File: src/rtl/core/dqp_pkg.sv
// ----------------------------------------------------------------------------
// dqp_pkg
// types and constants shared by the dns query parser modules
// ----------------------------------------------------------------------------
package dqp_pkg;

    typedef enum logic [1:0] {
        PH_HEADER    = 2'd0,
        PH_NAME      = 2'd1,
        PH_TYPECLASS = 2'd2,
        PH_IGNORE    = 2'd3
    } t_phase;

    typedef enum logic [1:0] {
        KIND_HEADER = 2'd0,
        KIND_CHAR   = 2'd1,
        KIND_QDONE  = 2'd2,
        KIND_STATUS = 2'd3
    } t_kind;

    typedef enum logic [2:0] {
        ST_MORE     = 3'd0,
        ST_DONE     = 3'd1,
        ST_ANSWERS  = 3'd2,
        ST_BAD_NAME = 3'd3,
        ST_SHORT    = 3'd4
    } t_status;

    // work handed from the front to the back
    typedef enum logic [2:0] {
        OP_HDR_STORE = 3'd0,
        OP_HDR_EMIT  = 3'd1,
        OP_CHAR      = 3'd2,
        OP_TC_STORE  = 3'd3,
        OP_TC_EMIT   = 3'd4,
        OP_STATUS    = 3'd5
    } t_op;

    typedef struct packed {
        t_op        op;
        logic [7:0] data;
        t_status    status;
    } t_cmd;

    typedef struct packed {
        t_kind       kind;
        logic [15:0] word_a;
        logic [15:0] word_b;
        logic [7:0]  name_char;
        logic        is_response;
        logic [3:0]  opcode_field;
        logic        authoritative;
        logic        truncated;
        logic        recursion_desired;
        logic        recursion_available;
        logic [3:0]  response_code;
        t_status     status;
    } t_result;

    typedef struct packed {
        logic full;
        logic empty;
    } t_queue_stat;

    // header and type/class byte positions
    localparam logic [3:0] HDR_QD_HI    = 4'd4;
    localparam logic [3:0] HDR_QD_LO    = 4'd5;
    localparam logic [3:0] HDR_KEEP_END = 4'd6;
    localparam logic [3:0] HDR_CNT_END  = 4'd10;
    localparam logic [3:0] HDR_LAST     = 4'd11;
    localparam logic [3:0] TC_LAST      = 4'd3;

    localparam logic [7:0] MAX_LABEL = 8'd63;
    localparam logic [7:0] DOT_CHAR  = 8'h2E;

    localparam int QUEUE_DEPTH = 4;
    localparam int QUEUE_AW    = 2;

endpackage

File: src/rtl/core/dqp_stream_if.sv
// ----------------------------------------------------------------------------
// dqp_stream_if
// valid/ready channels for message bytes in and parse results out
// ----------------------------------------------------------------------------
interface dqp_byte_if;
    logic       valid;
    logic       ready;
    logic [7:0] data_byte;
    logic       last_byte;

    modport source (output valid, output data_byte, output last_byte, input ready);
    modport sink   (input valid, input data_byte, input last_byte, output ready);
endinterface

interface dqp_result_if;
    logic        valid;
    logic        ready;
    logic [1:0]  kind;
    logic [15:0] word_a;
    logic [15:0] word_b;
    logic [7:0]  name_char;
    logic        is_response;
    logic [3:0]  opcode_field;
    logic        authoritative;
    logic        truncated;
    logic        recursion_desired;
    logic        recursion_available;
    logic [3:0]  response_code;
    logic [2:0]  status;

    modport source (
        output valid, output kind, output word_a, output word_b, output name_char,
        output is_response, output opcode_field, output authoritative,
        output truncated, output recursion_desired, output recursion_available,
        output response_code, output status, input ready
    );
    modport sink (
        input valid, input kind, input word_a, input word_b, input name_char,
        input is_response, input opcode_field, input authoritative,
        input truncated, input recursion_desired, input recursion_available,
        input response_code, input status, output ready
    );
endinterface

File: src/rtl/core/dns_query_stream_parser_unit.sv
// ----------------------------------------------------------------------------
// dns_query_stream_parser_unit
// one message byte per cycle in while the command queue is not full; each result
// beat is registered through the command queue and then the output register.
// throughput is one byte per cycle, set by the front parser and the
// four-entry command queue that keeps it running while the output stalls, until it fills.
// synchronous active-low reset clears parser position, queue and output valid.
// ----------------------------------------------------------------------------
module dns_query_stream_parser_unit #(
    parameter int MAX_NAME = 256
) (
    input  logic          i_clk,
    input  logic          i_rst_n,
    dqp_byte_if.sink      i_in,
    dqp_result_if.source  o_out
);

    dqp_pkg::t_cmd        front_cmd;
    dqp_pkg::t_cmd        queue_cmd;
    dqp_pkg::t_queue_stat qstat;
    logic                 push;
    logic                 pop;

    dqp_front #(
        .MAX_NAME (MAX_NAME)
    ) u_front (
        .i_clk   (i_clk),
        .i_rst_n (i_rst_n),
        .i_in    (i_in),
        .i_qstat (qstat),
        .o_push  (push),
        .o_cmd   (front_cmd)
    );

    dqp_queue u_queue (
        .i_clk   (i_clk),
        .i_rst_n (i_rst_n),
        .i_push  (push),
        .i_cmd   (front_cmd),
        .i_pop   (pop),
        .o_cmd   (queue_cmd),
        .o_stat  (qstat)
    );

    dqp_back u_back (
        .i_clk   (i_clk),
        .i_rst_n (i_rst_n),
        .i_cmd   (queue_cmd),
        .i_qstat (qstat),
        .o_pop   (pop),
        .o_out   (o_out)
    );

endmodule

File: src/rtl/core/dqp_front.sv
// ----------------------------------------------------------------------------
// dqp_front
// tracks message position and classifies each byte into a back-end command
// ----------------------------------------------------------------------------
module dqp_front #(
    parameter int MAX_NAME = 256
) (
    input  logic                i_clk,
    input  logic                i_rst_n,
    dqp_byte_if.sink            i_in,
    input  dqp_pkg::t_queue_stat i_qstat,
    output logic                o_push,
    output dqp_pkg::t_cmd       o_cmd
);

    localparam int NW = $clog2(MAX_NAME);
    localparam logic [NW-1:0] NAME_LIMIT = NW'(MAX_NAME - 2);

    dqp_pkg::t_phase r_phase, n_phase;
    logic [3:0]      r_cnt, n_cnt;
    logic [15:0]     r_qd, n_qd;
    logic            r_ans_nz, n_ans_nz;
    logic [15:0]     r_q_left, n_q_left;
    logic [5:0]      r_label_left, n_label_left;
    logic [NW-1:0]   r_name_len, n_name_len;

    logic        accept;
    logic [7:0]  b;
    logic        last;
    logic        bad;
    logic [15:0] q_dec;

    assign i_in.ready = !i_qstat.full;
    assign accept     = i_in.valid && i_in.ready;
    assign b          = i_in.data_byte;
    assign last       = i_in.last_byte;
    assign q_dec      = r_q_left - 16'd1;

    always_comb begin
        n_phase      = r_phase;
        n_cnt        = r_cnt;
        n_qd         = r_qd;
        n_ans_nz     = r_ans_nz;
        n_q_left     = r_q_left;
        n_label_left = r_label_left;
        n_name_len   = r_name_len;
        o_push       = 1'b0;
        o_cmd.op     = dqp_pkg::OP_STATUS;
        o_cmd.data   = b;
        o_cmd.status = dqp_pkg::ST_MORE;
        bad          = 1'b0;
        if (accept) begin
            case (r_phase)
                dqp_pkg::PH_HEADER: begin
                    if (r_cnt >= dqp_pkg::HDR_LAST) begin
                        o_push   = 1'b1;
                        o_cmd.op = dqp_pkg::OP_HDR_EMIT;
                        if (r_ans_nz) begin
                            o_cmd.status = dqp_pkg::ST_ANSWERS;
                            n_phase      = dqp_pkg::PH_IGNORE;
                        end else if (r_qd == 16'd0) begin
                            o_cmd.status = dqp_pkg::ST_DONE;
                            n_phase      = dqp_pkg::PH_IGNORE;
                        end else begin
                            o_cmd.status = last ? dqp_pkg::ST_SHORT : dqp_pkg::ST_MORE;
                            n_q_left     = r_qd;
                            n_phase      = dqp_pkg::PH_NAME;
                            n_label_left = '0;
                            n_name_len   = '0;
                        end
                    end else begin
                        n_cnt = r_cnt + 4'd1;
                        if (r_cnt < dqp_pkg::HDR_KEEP_END) begin
                            o_push   = 1'b1;
                            o_cmd.op = dqp_pkg::OP_HDR_STORE;
                        end
                        if (r_cnt == dqp_pkg::HDR_QD_HI || r_cnt == dqp_pkg::HDR_QD_LO) begin
                            n_qd = {r_qd[7:0], b};
                        end
                        // answer and authority counts only need a nonzero flag
                        if (r_cnt >= dqp_pkg::HDR_KEEP_END && r_cnt < dqp_pkg::HDR_CNT_END) begin
                            n_ans_nz = r_ans_nz || (b != 8'd0);
                        end
                        if (last) begin
                            o_push       = 1'b1;
                            o_cmd.op     = dqp_pkg::OP_STATUS;
                            o_cmd.status = dqp_pkg::ST_SHORT;
                        end
                    end
                end
                dqp_pkg::PH_NAME: begin
                    if (r_label_left == 6'd0) begin
                        if (b == 8'd0) begin
                            n_phase = dqp_pkg::PH_TYPECLASS;
                            n_cnt   = 4'd0;
                        end else if (b > dqp_pkg::MAX_LABEL) begin
                            bad = 1'b1;
                        end else if (r_name_len != '0) begin
                            if (r_name_len >= NAME_LIMIT) begin
                                bad = 1'b1;
                            end else begin
                                n_label_left = b[5:0];
                                n_name_len   = r_name_len + NW'(1);
                                o_push       = 1'b1;
                                o_cmd.op     = dqp_pkg::OP_CHAR;
                                o_cmd.data   = dqp_pkg::DOT_CHAR;
                            end
                        end else begin
                            n_label_left = b[5:0];
                        end
                    end else begin
                        if (r_name_len >= NAME_LIMIT) begin
                            bad = 1'b1;
                        end else begin
                            n_label_left = r_label_left - 6'd1;
                            n_name_len   = r_name_len + NW'(1);
                            o_push       = 1'b1;
                            o_cmd.op     = dqp_pkg::OP_CHAR;
                        end
                    end
                    if (bad) begin
                        o_push       = 1'b1;
                        o_cmd.op     = dqp_pkg::OP_STATUS;
                        o_cmd.status = dqp_pkg::ST_BAD_NAME;
                        n_phase      = dqp_pkg::PH_IGNORE;
                    end else if (last) begin
                        if (!o_push) begin
                            o_cmd.op = dqp_pkg::OP_STATUS;
                        end
                        o_push       = 1'b1;
                        o_cmd.status = dqp_pkg::ST_SHORT;
                    end
                end
                dqp_pkg::PH_TYPECLASS: begin
                    o_push = 1'b1;
                    if (r_cnt >= dqp_pkg::TC_LAST) begin
                        o_cmd.op = dqp_pkg::OP_TC_EMIT;
                        n_q_left = q_dec;
                        if (q_dec == 16'd0) begin
                            o_cmd.status = dqp_pkg::ST_DONE;
                            n_phase      = dqp_pkg::PH_IGNORE;
                        end else begin
                            o_cmd.status = last ? dqp_pkg::ST_SHORT : dqp_pkg::ST_MORE;
                            n_phase      = dqp_pkg::PH_NAME;
                            n_label_left = '0;
                            n_name_len   = '0;
                        end
                    end else begin
                        n_cnt    = r_cnt + 4'd1;
                        o_cmd.op = dqp_pkg::OP_TC_STORE;
                        if (last) begin
                            o_cmd.op     = dqp_pkg::OP_STATUS;
                            o_cmd.status = dqp_pkg::ST_SHORT;
                        end
                    end
                end
                default: ;
            endcase
            if (last) begin
                n_phase      = dqp_pkg::PH_HEADER;
                n_cnt        = 4'd0;
                n_qd         = 16'd0;
                n_ans_nz     = 1'b0;
                n_q_left     = 16'd0;
                n_label_left = 6'd0;
                n_name_len   = '0;
            end
        end
    end

    always_ff @(posedge i_clk) begin
        if (!i_rst_n) begin
            r_phase      <= dqp_pkg::PH_HEADER;
            r_cnt        <= 4'd0;
            r_qd         <= 16'd0;
            r_ans_nz     <= 1'b0;
            r_q_left     <= 16'd0;
            r_label_left <= 6'd0;
            r_name_len   <= '0;
        end else begin
            r_phase      <= n_phase;
            r_cnt        <= n_cnt;
            r_qd         <= n_qd;
            r_ans_nz     <= n_ans_nz;
            r_q_left     <= n_q_left;
            r_label_left <= n_label_left;
            r_name_len   <= n_name_len;
        end
    end

endmodule

File: src/rtl/core/dqp_queue.sv
// ----------------------------------------------------------------------------
// dqp_queue
// short command fifo between the front and the back
// ----------------------------------------------------------------------------
module dqp_queue (
    input  logic                 i_clk,
    input  logic                 i_rst_n,
    input  logic                 i_push,
    input  dqp_pkg::t_cmd        i_cmd,
    input  logic                 i_pop,
    output dqp_pkg::t_cmd        o_cmd,
    output dqp_pkg::t_queue_stat o_stat
);

    dqp_pkg::t_cmd               r_mem [dqp_pkg::QUEUE_DEPTH];
    logic [dqp_pkg::QUEUE_AW-1:0] r_wr, r_rd;
    logic [dqp_pkg::QUEUE_AW:0]   r_count;

    logic do_push;
    logic do_pop;

    assign o_stat.full  = (r_count == (dqp_pkg::QUEUE_AW + 1)'(dqp_pkg::QUEUE_DEPTH));
    assign o_stat.empty = (r_count == '0);
    assign do_push      = i_push && !o_stat.full;
    assign do_pop       = i_pop && !o_stat.empty;
    assign o_cmd        = r_mem[r_rd];

    always_ff @(posedge i_clk) begin
        if (do_push) begin
            r_mem[r_wr] <= i_cmd;
        end
    end

    always_ff @(posedge i_clk) begin
        if (!i_rst_n) begin
            r_wr    <= '0;
            r_rd    <= '0;
            r_count <= '0;
        end else begin
            if (do_push) begin
                r_wr <= r_wr + 1'b1;
            end
            if (do_pop) begin
                r_rd <= r_rd + 1'b1;
            end
            case ({do_push, do_pop})
                2'b10:   r_count <= r_count + 1'b1;
                2'b01:   r_count <= r_count - 1'b1;
                default: r_count <= r_count;
            endcase
        end
    end

endmodule

File: src/rtl/core/dqp_back.sv
// ----------------------------------------------------------------------------
// dqp_back
// assembles header and type/class words and drives the result register
// ----------------------------------------------------------------------------
module dqp_back (
    input  logic                 i_clk,
    input  logic                 i_rst_n,
    input  dqp_pkg::t_cmd        i_cmd,
    input  dqp_pkg::t_queue_stat i_qstat,
    output logic                 o_pop,
    dqp_result_if.source         o_out
);

    logic [47:0]      r_hdr;
    logic [23:0]      r_tc;
    dqp_pkg::t_result r_res, n_res;
    logic             r_valid;

    logic is_store;
    logic emit;

    assign is_store = (i_cmd.op == dqp_pkg::OP_HDR_STORE) || (i_cmd.op == dqp_pkg::OP_TC_STORE);
    // store beats never touch the result register, so they drain under a stall
    assign o_pop    = !i_qstat.empty && (is_store || !r_valid || o_out.ready);
    assign emit     = o_pop && !is_store;

    always_comb begin
        n_res              = '0;
        n_res.kind         = dqp_pkg::KIND_STATUS;
        n_res.status       = i_cmd.status;
        case (i_cmd.op)
            dqp_pkg::OP_HDR_EMIT: begin
                n_res.kind                = dqp_pkg::KIND_HEADER;
                n_res.word_a              = r_hdr[47:32];
                n_res.word_b              = r_hdr[15:0];
                n_res.is_response         = r_hdr[31];
                n_res.opcode_field        = r_hdr[30:27];
                n_res.authoritative       = r_hdr[26];
                n_res.truncated           = r_hdr[25];
                n_res.recursion_desired   = r_hdr[24];
                n_res.recursion_available = r_hdr[23];
                n_res.response_code       = r_hdr[19:16];
            end
            dqp_pkg::OP_CHAR: begin
                n_res.kind      = dqp_pkg::KIND_CHAR;
                n_res.name_char = i_cmd.data;
            end
            dqp_pkg::OP_TC_EMIT: begin
                n_res.kind   = dqp_pkg::KIND_QDONE;
                n_res.word_a = r_tc[23:8];
                n_res.word_b = {r_tc[7:0], i_cmd.data};
            end
            default: ;
        endcase
    end

    always_ff @(posedge i_clk) begin
        if (o_pop && i_cmd.op == dqp_pkg::OP_HDR_STORE) begin
            r_hdr <= {r_hdr[39:0], i_cmd.data};
        end
        if (o_pop && i_cmd.op == dqp_pkg::OP_TC_STORE) begin
            r_tc <= {r_tc[15:0], i_cmd.data};
        end
        if (emit) begin
            r_res <= n_res;
        end
    end

    always_ff @(posedge i_clk) begin
        if (!i_rst_n) begin
            r_valid <= 1'b0;
        end else if (emit) begin
            r_valid <= 1'b1;
        end else if (o_out.ready) begin
            r_valid <= 1'b0;
        end
    end

    assign o_out.valid               = r_valid;
    assign o_out.kind                = r_res.kind;
    assign o_out.word_a              = r_res.word_a;
    assign o_out.word_b              = r_res.word_b;
    assign o_out.name_char           = r_res.name_char;
    assign o_out.is_response         = r_res.is_response;
    assign o_out.opcode_field        = r_res.opcode_field;
    assign o_out.authoritative       = r_res.authoritative;
    assign o_out.truncated           = r_res.truncated;
    assign o_out.recursion_desired   = r_res.recursion_desired;
    assign o_out.recursion_available = r_res.recursion_available;
    assign o_out.response_code       = r_res.response_code;
    assign o_out.status              = r_res.status;

endmodule
File: src/flat_wrapper.sv
// flat-port wrapper written by rule: the top's interface ports become plain ports
module dns_query_stream_parser_unit_flat 
#(
    parameter int MAX_NAME = 256
)
  (i_clk, i_rst_n, i_in_valid, i_in_data_byte, i_in_last_byte, i_in_ready, o_out_valid, o_out_kind, o_out_word_a, o_out_word_b, o_out_name_char, o_out_is_response, o_out_opcode_field, o_out_authoritative, o_out_truncated, o_out_recursion_desired, o_out_recursion_available, o_out_response_code, o_out_status, o_out_ready);
  dqp_byte_if i_in_i ();
  dqp_result_if o_out_i ();
  input  logic i_clk;
  input  logic i_rst_n;
  input wire logic [$bits(i_in_i.valid)-1:0] i_in_valid;
  input wire logic [$bits(i_in_i.data_byte)-1:0] i_in_data_byte;
  input wire logic [$bits(i_in_i.last_byte)-1:0] i_in_last_byte;
  output wire logic [$bits(i_in_i.ready)-1:0] i_in_ready;
  output wire logic [$bits(o_out_i.valid)-1:0] o_out_valid;
  output wire logic [$bits(o_out_i.kind)-1:0] o_out_kind;
  output wire logic [$bits(o_out_i.word_a)-1:0] o_out_word_a;
  output wire logic [$bits(o_out_i.word_b)-1:0] o_out_word_b;
  output wire logic [$bits(o_out_i.name_char)-1:0] o_out_name_char;
  output wire logic [$bits(o_out_i.is_response)-1:0] o_out_is_response;
  output wire logic [$bits(o_out_i.opcode_field)-1:0] o_out_opcode_field;
  output wire logic [$bits(o_out_i.authoritative)-1:0] o_out_authoritative;
  output wire logic [$bits(o_out_i.truncated)-1:0] o_out_truncated;
  output wire logic [$bits(o_out_i.recursion_desired)-1:0] o_out_recursion_desired;
  output wire logic [$bits(o_out_i.recursion_available)-1:0] o_out_recursion_available;
  output wire logic [$bits(o_out_i.response_code)-1:0] o_out_response_code;
  output wire logic [$bits(o_out_i.status)-1:0] o_out_status;
  input wire logic [$bits(o_out_i.ready)-1:0] o_out_ready;
  assign i_in_i.valid = i_in_valid;
  assign i_in_i.data_byte = i_in_data_byte;
  assign i_in_i.last_byte = i_in_last_byte;
  assign i_in_ready = i_in_i.ready;
  assign o_out_valid = o_out_i.valid;
  assign o_out_kind = o_out_i.kind;
  assign o_out_word_a = o_out_i.word_a;
  assign o_out_word_b = o_out_i.word_b;
  assign o_out_name_char = o_out_i.name_char;
  assign o_out_is_response = o_out_i.is_response;
  assign o_out_opcode_field = o_out_i.opcode_field;
  assign o_out_authoritative = o_out_i.authoritative;
  assign o_out_truncated = o_out_i.truncated;
  assign o_out_recursion_desired = o_out_i.recursion_desired;
  assign o_out_recursion_available = o_out_i.recursion_available;
  assign o_out_response_code = o_out_i.response_code;
  assign o_out_status = o_out_i.status;
  assign o_out_i.ready = o_out_ready;
  dns_query_stream_parser_unit #(.MAX_NAME(MAX_NAME)) u_core (.i_clk(i_clk), .i_rst_n(i_rst_n), .i_in(i_in_i), .o_out(o_out_i));
endmodule
File: config.mk
export PLATFORM = sky130hd
export DESIGN_NAME = dns_query_stream_parser_unit_flat
export DESIGN_NICKNAME = d
export VERILOG_FILES = /design/src/rtl/core/dqp_pkg.sv /design/src/rtl/core/dqp_stream_if.sv /design/src/rtl/core/dns_query_stream_parser_unit.sv /design/src/rtl/core/dqp_front.sv /design/src/rtl/core/dqp_queue.sv /design/src/rtl/core/dqp_back.sv /design/src/flat_wrapper.sv
export SDC_FILE = /design/constraint.sdc
export NUM_CORES = 1
export LEC_CHECK = 0
export ABC_AREA = 0
export BUFFER_PORTS_ARGS = -buffer_cell sky130_fd_sc_hd__buf_2
export CORE_MARGIN = 1
export CORE_UTILIZATION = 53
export DETAILED_ROUTE_END_ITERATION = 10
export PLACE_DENSITY = 0.71
export SYNTH_ARGS = -nofsm -noshare
export SYNTH_HDL_FRONTEND = slang
export SYNTH_SLANG_ARGS = --single-unit
File: constraint.sdc
create_clock -name i_clk -period 7.1 [get_ports i_clk]
set_input_delay 0.71 -clock i_clk [delete_from_list [all_inputs] [get_ports i_clk]]
set_output_delay 0.71 -clock i_clk [all_outputs]
set_load 0.02 [all_outputs]
After elaboration in Yosys (flattened, before gate mapping):

Memory sizes are Yosys's and may differ from the RTL's. A register that Yosys moved wholly into a read port is not among the register bits.
Index checks and enable logic that the tools add are counted.

* bits in registers: 191
* bits in writable memories: 56
* input bits: 13
* memories: 1

Memories
* u_core.u_queue.r_mem: depth 4, width 14, rd ports 1, clocked after Yosys merged registers in 1, wr ports 1, RTL line dqp_queue.sv:15 `dqp_pkg::t_cmd r_mem [dqp_pkg::QUEUE_DEPTH];`

* add/sub/neg operators: 8
* magnitude comparators: 7
* eq/ne operators: 28
* multiplexer cells: 111
* reduce and logical (&&, ||, !) cells: 40

Operators by type and width (number)
* two-way mux 16 bit: 9
* two-way mux 8 bit: 13
* two-way mux 6 bit: 12
* case mux 32 bit (2 select lines): 1
* two-way mux 3 bit: 17
* two-way mux 11 bit: 4
* logical NOT 16 bit: 2
* case mux 16 bit (2 select lines): 1
* two-way mux 1 bit: 28
* != test 3 bit (second input constant): 9
* != test 4 bit (second input constant): 6
* case mux 8 bit (3 select lines): 1
* two-way mux 2 bit: 11
* two-way mux 4 bit: 5
* case mux 3 bit (3 select lines): 2
* case mux 6 bit (3 select lines): 1
* AND reduction 6 bit: 3
* nonzero test 8 bit: 2
* subtractor 16 x 1 -> 16 bit (second input constant): 1
* two-way mux 14 bit: 1
* case mux 2 bit (3 select lines): 2
* case mux 4 bit (3 select lines): 1
* AND reduction 11 bit: 1
* AND reduction 10 bit: 1
* other kinds (34): 60

Logic depth before layout (Yosys ltp):

* depth in word-level cells: 15
* gate-level depth with buffers: 15

Cells and area by module:

A second synthesis with hierarchy kept.

* cell total of the unflattened synthesis: 836
* area total of the unflattened synthesis: 10699.0 µm²

Modules (own cells, without submodules)
* dqp_back: instances 1, cells each 210, area an instance 4486.8 µm²
* dqp_front: instances 1, cells each 499, area an instance 3684.8 µm²
* dqp_queue: instances 1, cells each 127, area an instance 2527.4 µm²

Least setup slack after synthesis:

Ideal clock, no wire load.

* kind: flip-flop to flip-flop
* from: register (tool-made name)
* to: register u_core.u_back.r_hdr[0], enable pin
* library setup time: 0.573 ns
* data arrival time: 5.845 ns
* data required time: 6.527 ns
* slack: 0.682 ns
* stages on the path, launching flop included: 4
* buffers on the path: 1
* period minus slack after synthesis: 6.418 ns
* cells stage by stage: dfxtp_1 clkbuf_1 mux4_2 nor4_1

RTL lines
* to (signal assigned): RTL line dqp_back.sv:59 `r_hdr <= {r_hdr[39:0], i_cmd.data};`
* to (decl): RTL line dqp_back.sv:14 `logic [47:0] r_hdr;`

Worst setup path in the final report:

* from: register u_core.u_front.r_name_len[0]
* to: register u_core.u_queue.r_count[2] (netlist bit)

* cells in the longest elaborated chain, start to end: 15
* elaborated cells on any way between the ends: 25
* classes of those cells: order compare: 1; eq/ne: 2; mux: 19; reduce/logical: 3

RTL lines
* from (decl): RTL line dqp_front.sv:25 `logic [NW-1:0] r_name_len, n_name_len;`
* from (signal assigned): RTL line dqp_front.sv:187 `r_name_len <= n_name_len;`
* >= comparator 8 bit: RTL line dqp_front.sv:99, dqp_front.sv:112
* two-way mux 1 bit: RTL line dqp_front.sv:99, dqp_front.sv:112
* two-way mux 1 bit: RTL line dqp_front.sv:98 `end else if (r_name_len != '0) begin`
* two-way mux 1 bit: RTL line dqp_front.sv:96 `end else if (b > dqp_pkg::MAX_LABEL) begin`
* two-way mux 1 bit: RTL line dqp_front.sv:93 `if (b == 8'd0) begin`
* two-way mux 1 bit: RTL line dqp_front.sv:92 `if (r_label_left == 6'd0) begin`
* two-way mux 1 bit: RTL line dqp_front.sv:53 `case (r_phase)`
* two-way mux 1 bit: RTL line dqp_front.sv:52 `if (accept) begin`
* two-way mux 1 bit: RTL line dqp_front.sv:126 `end else if (last) begin`
* two-way mux 1 bit (*): RTL line dqp_front.sv:121 `if (bad) begin`
* case mux 1 bit (3 select lines) (*): RTL line dqp_front.sv:53
* two-way mux 1 bit (*): RTL line dqp_front.sv:52
* logical AND 1 bit (*): RTL line dqp_queue.sv:24 `assign do_push = i_push && !o_stat.full;`
* == test 2 x 1 -> 1 bit or == test 2 bit (tied branches): RTL line dqp_queue.sv:46 `case ({do_push, do_pop})`
* case mux 3 bit (2 select lines) or nonzero test 2 bit (tied branches)
* to (signal assigned): RTL line dqp_queue.sv:47 `2'b10: r_count <= r_count + 1'b1;`
* to (signal assigned): RTL line dqp_queue.sv:48 `2'b01: r_count <= r_count - 1'b1;`
* to (signal assigned): RTL line dqp_queue.sv:49 `default: r_count <= r_count;`
* to (decl): RTL line dqp_queue.sv:17 `logic [dqp_pkg::QUEUE_AW:0] r_count;`

Mark *: on every way between the ends. The rest lies on a longest branch, timed or not. The select of a mux whose other input is x is not followed.
A chain may end at the register's enable or synchronous reset.

==> impl_metrics.env <==
export IMPL_cts_max_level=1
export IMPL_core_area_um2=19500
export IMPL_worstSetupEndpointType="flip-flop"
export IMPL_hold_class="reg -> reg"
export IMPL_synth_edf_count=186
export IMPL_power_density_nw_per_um2=368
export IMPL_ys_top_cells_by_count="edfxtp_1, dfxtp_1, nand2_1, a21oi_1, nor2_1"
export IMPL_numPortBuffers=72
export IMPL_syn_area_um2=10600
export IMPL_gp_congestion=0.886
export IMPL_num_rows=51
export IMPL_p_leak_nw=4.19
export IMPL_fp_dieH_um=143
export IMPL_grt_pass1_wl_mm=33.1
export IMPL_synthAdderAreaFrac_pct=2.55
export IMPL_yosys_area_share_simple_pct=12.5
export IMPL_nNetsFinal=915
export IMPL_syn_num_nets=848
export IMPL_cts_tree="built"
export IMPL_slew_headroom_pct=29.7
export IMPL_hpwl_mm=13.2
export IMPL_yosys_warnings=0
export IMPL_cpMaxStageDelayCell="a2111oi_2"
export IMPL_holdBufCountCts=0
export IMPL_synth_top_area_cell="edfxtp_1"
export IMPL_detail_route_wl_per_cell_um=17.8
export IMPL_synth_seq_area_share_pct=64.6
export IMPL_cts_buffers=25
export IMPL_post_route_period_util_pct=53.4
export IMPL_clockBufferDepth=3
export IMPL_final_antenna_net_count=0
export IMPL_first_pass_iters=5
export IMPL_clk_pin_slew_ns=0.06
export IMPL_cts_sinks=249
export IMPL_synth_mux_area_share_pct=4.11
export IMPL_dieArea_um2=20600
export IMPL_drive_gt1_share_pct=17.6
export IMPL_antenna_found_initial=0
export IMPL_post_cts_resized=0
export IMPL_synth_xor_area_share_pct=0.897
export IMPL_synthTopCellsByArea="edfxtp_1, dfxtp_1, mux4_2"
export IMPL_status="finished, final reports clean"
export IMPL_fin_skew_ns=0.00814
export IMPL_finalHoldViolations=0
export IMPL_postCtsSetupBuffers=0
export IMPL_netlist_area_leader_share_pct=52.7
export IMPL_yosysUniqueCellTypes=73
export IMPL_ir_drop_uv=191
export IMPL_rsz0062_at_grt="false"
export IMPL_critPathBufInv=3
export IMPL_drt_iter0_drc=458
export IMPL_yosysMostFrequentCell="edfxtp_1"
export IMPL_fp_dieW_um=143
export IMPL_diodes=0
export IMPL_slowest_delay_ns=0.52
export IMPL_start_util_pct=54.3
export IMPL_area_growth_pct=13.7
export IMPL_critPathMostFrequentCell="inv_1"
export IMPL_io_pins=73
export IMPL_synth_seq_cells=249
export IMPL_synth_top_family_by_area="compound AO/OA/AOI/OAI gates"
export IMPL_finalSetupViolCount=0
export IMPL_grt_pass1_vias=6307
export IMPL_setup_tns_final_ns=0
export IMPL_synth_compound_area_share_pct=12.9
export IMPL_synthArstFlopShare_pct=0
export IMPL_cp_start_kind="flip-flop"
export IMPL_regToRegSetupSlack_ns=3.31
export IMPL_drc=0
export IMPL_path_cells="inv_1 > ha_1 > or4b_1 > o41ai_1 > o311ai_0 > a2111oi_2 > nor2_1 > inv_1 > ha_1 > inv_1 > fa_1 > xor2_1 > or3_1 > a21oi_1"
export IMPL_syn_avg_cell_area_um2=13.0
export IMPL_path_class="reg -> reg"
export IMPL_slew_viol_final=0
export IMPL_clk_latency_ns=0.53
export IMPL_ys_flop_type="edfxtp_1"
export IMPL_path_delay_family="compound AO/OA/AOI/OAI gates"
export IMPL_viasPerCell=5.85
export IMPL_grt_overflow_total=0
export IMPL_maxCapViolCount=0
export IMPL_path_max_fanout=4
export IMPL_grt_max_degree=55
export IMPL_worstPathRequired_ns=7.56
export IMPL_vias=6792
export IMPL_critPathArrivalTime_ns=4.24
export IMPL_hold_ws_ns=0.419
export IMPL_synth_cells=814
export IMPL_grt_util_all_layers_pct=20.6
export IMPL_final_min_clock_period_ns=3.79
export IMPL_worstMarginPinSlew_ns=1.05
export IMPL_clock_root_buffer="clkbuf_16"
export IMPL_timing_fmax_ghz=0.264
export IMPL_totalWireLength_mm=20.7
[registers in the layout (all words and copies together) (netlist names), 8 cells and up, named ones only]
signal,count
u_core.u_queue.r_mem,56
u_core.u_back.r_tc,24
u_core.u_back.o_out.word_b,16
u_core.u_front.r_qd,16
u_core.u_back.o_out.name_char,8
u_core.u_back.o_out.word_a,16
u_core.u_front.r_q_left,16
u_core.u_front.r_name_len,8
u_core.u_back.r_hdr,48
[stage by stage]
| stage | cells | power [W] | util (%) | area [um^2] | setup WS [ns] |
|---|---|---|---|---|---|
| 3_5_place_dp | 1119 | 0.00317 | 57.6 | 11200 | 3.30 |
| 6_report | 1162 | 0.00443 | 61.7 | 12100 | 3.31 |
| 2_1_floorplan | 814 | 0.00285 | - | 10600 | 0.682 |
| 4_1_cts | 1162 | 0.00448 | 61.7 | 12100 | 3.26 |
| 5_1_grt | 1162 | 0.00465 | 61.7 | 12100 | 2.99 |
| 3_3_place_gp | 1119 | 0.00315 | 57.6 | 11200 | 3.32 |
[path summary, 6_finish.rpt]
check	cells past startpoint	end	from
max	14	u_core.u_queue.r_count[2]$_SDFFE_PN0P_	u_core.u_front.r_name_len[0]$_SDFFE_PN0P_
min	0	u_core.u_back.r_hdr[29]$_DFFE_PP_	u_core.u_back.r_hdr[21]$_DFFE_PP_
max reg2reg	14	u_core.u_queue.r_count[2]$_SDFFE_PN0P_	u_core.u_front.r_name_len[0]$_SDFFE_PN0P_
min reg2reg	0	u_core.u_back.r_hdr[29]$_DFFE_PP_	u_core.u_back.r_hdr[21]$_DFFE_PP_
[where the power goes]
group / switching, W / internal (W)
clock network: 0.000550 / 0.000759
logic: 0.000684 / 0.000348
registers: 0.000116 / 0.00198
total: 0.00135 / 0.00308
[routing by layer]
metal | vias up | track usage, % | share of wire (%)
li1 | 3268 | - | -
met1 | 3288 | 28.7 | 45
met2 | 202 | 33.7 | 48
met3 | 34 | 3.37 | 5.5
met4 | 0 | 5.15 | 1.8
met5 | - | 0 | 0
[worst register-to-register path, cell delays in order, from the launching register on]
cell and delay [ns]:
dfxtp_1 0.33, inv_1 0.10, ha_1 0.15, or4b_1 0.46, o41ai_1 0.48, o311ai_0 0.32
a2111oi_2 0.52, nor2_1 0.10, inv_1 0.08, ha_1 0.17, inv_1 0.06, fa_1 0.37
xor2_1 0.15, or3_1 0.30, a21oi_1 0.14
[layout by cell type, fill, tap and decap left out, types with 25 or more instances in the layout]
cell and count:
buf_2 72, o21ai_0 30, nand3_1 37, dfxtp_1 63, clkbuf_16 25, nand2_1 54
a21oi_1 52, edfxtp_1 186, and2_1 25, a22o_1 32, nor2_1 39
[cell type report]
class | count | area (um^2)
fill | 1511 | 7470
timing repair buffer | 84 | 450
clock buffer | 27 | 633
multi-input combinational | 497 | 3530
inverter | 24 | 90.1
sequential | 249 | 6850
tap | 265 | 332
clock inverter | 16 | 178
[logic make-up after synthesis]
| family | after synthesis |
|---|---|
| AO/OA/AOI/OAI | 195 |
| XOR/XNOR | 10 |
| adder cells (fa/ha/maj) | 21 |
| buffers and inverters | 68 |
| flip-flops | 249 |
| multiplexers | 26 |
| AND/OR/NAND/NOR | 245 |
Note: power is estimated with default switching activity, not from simulation.
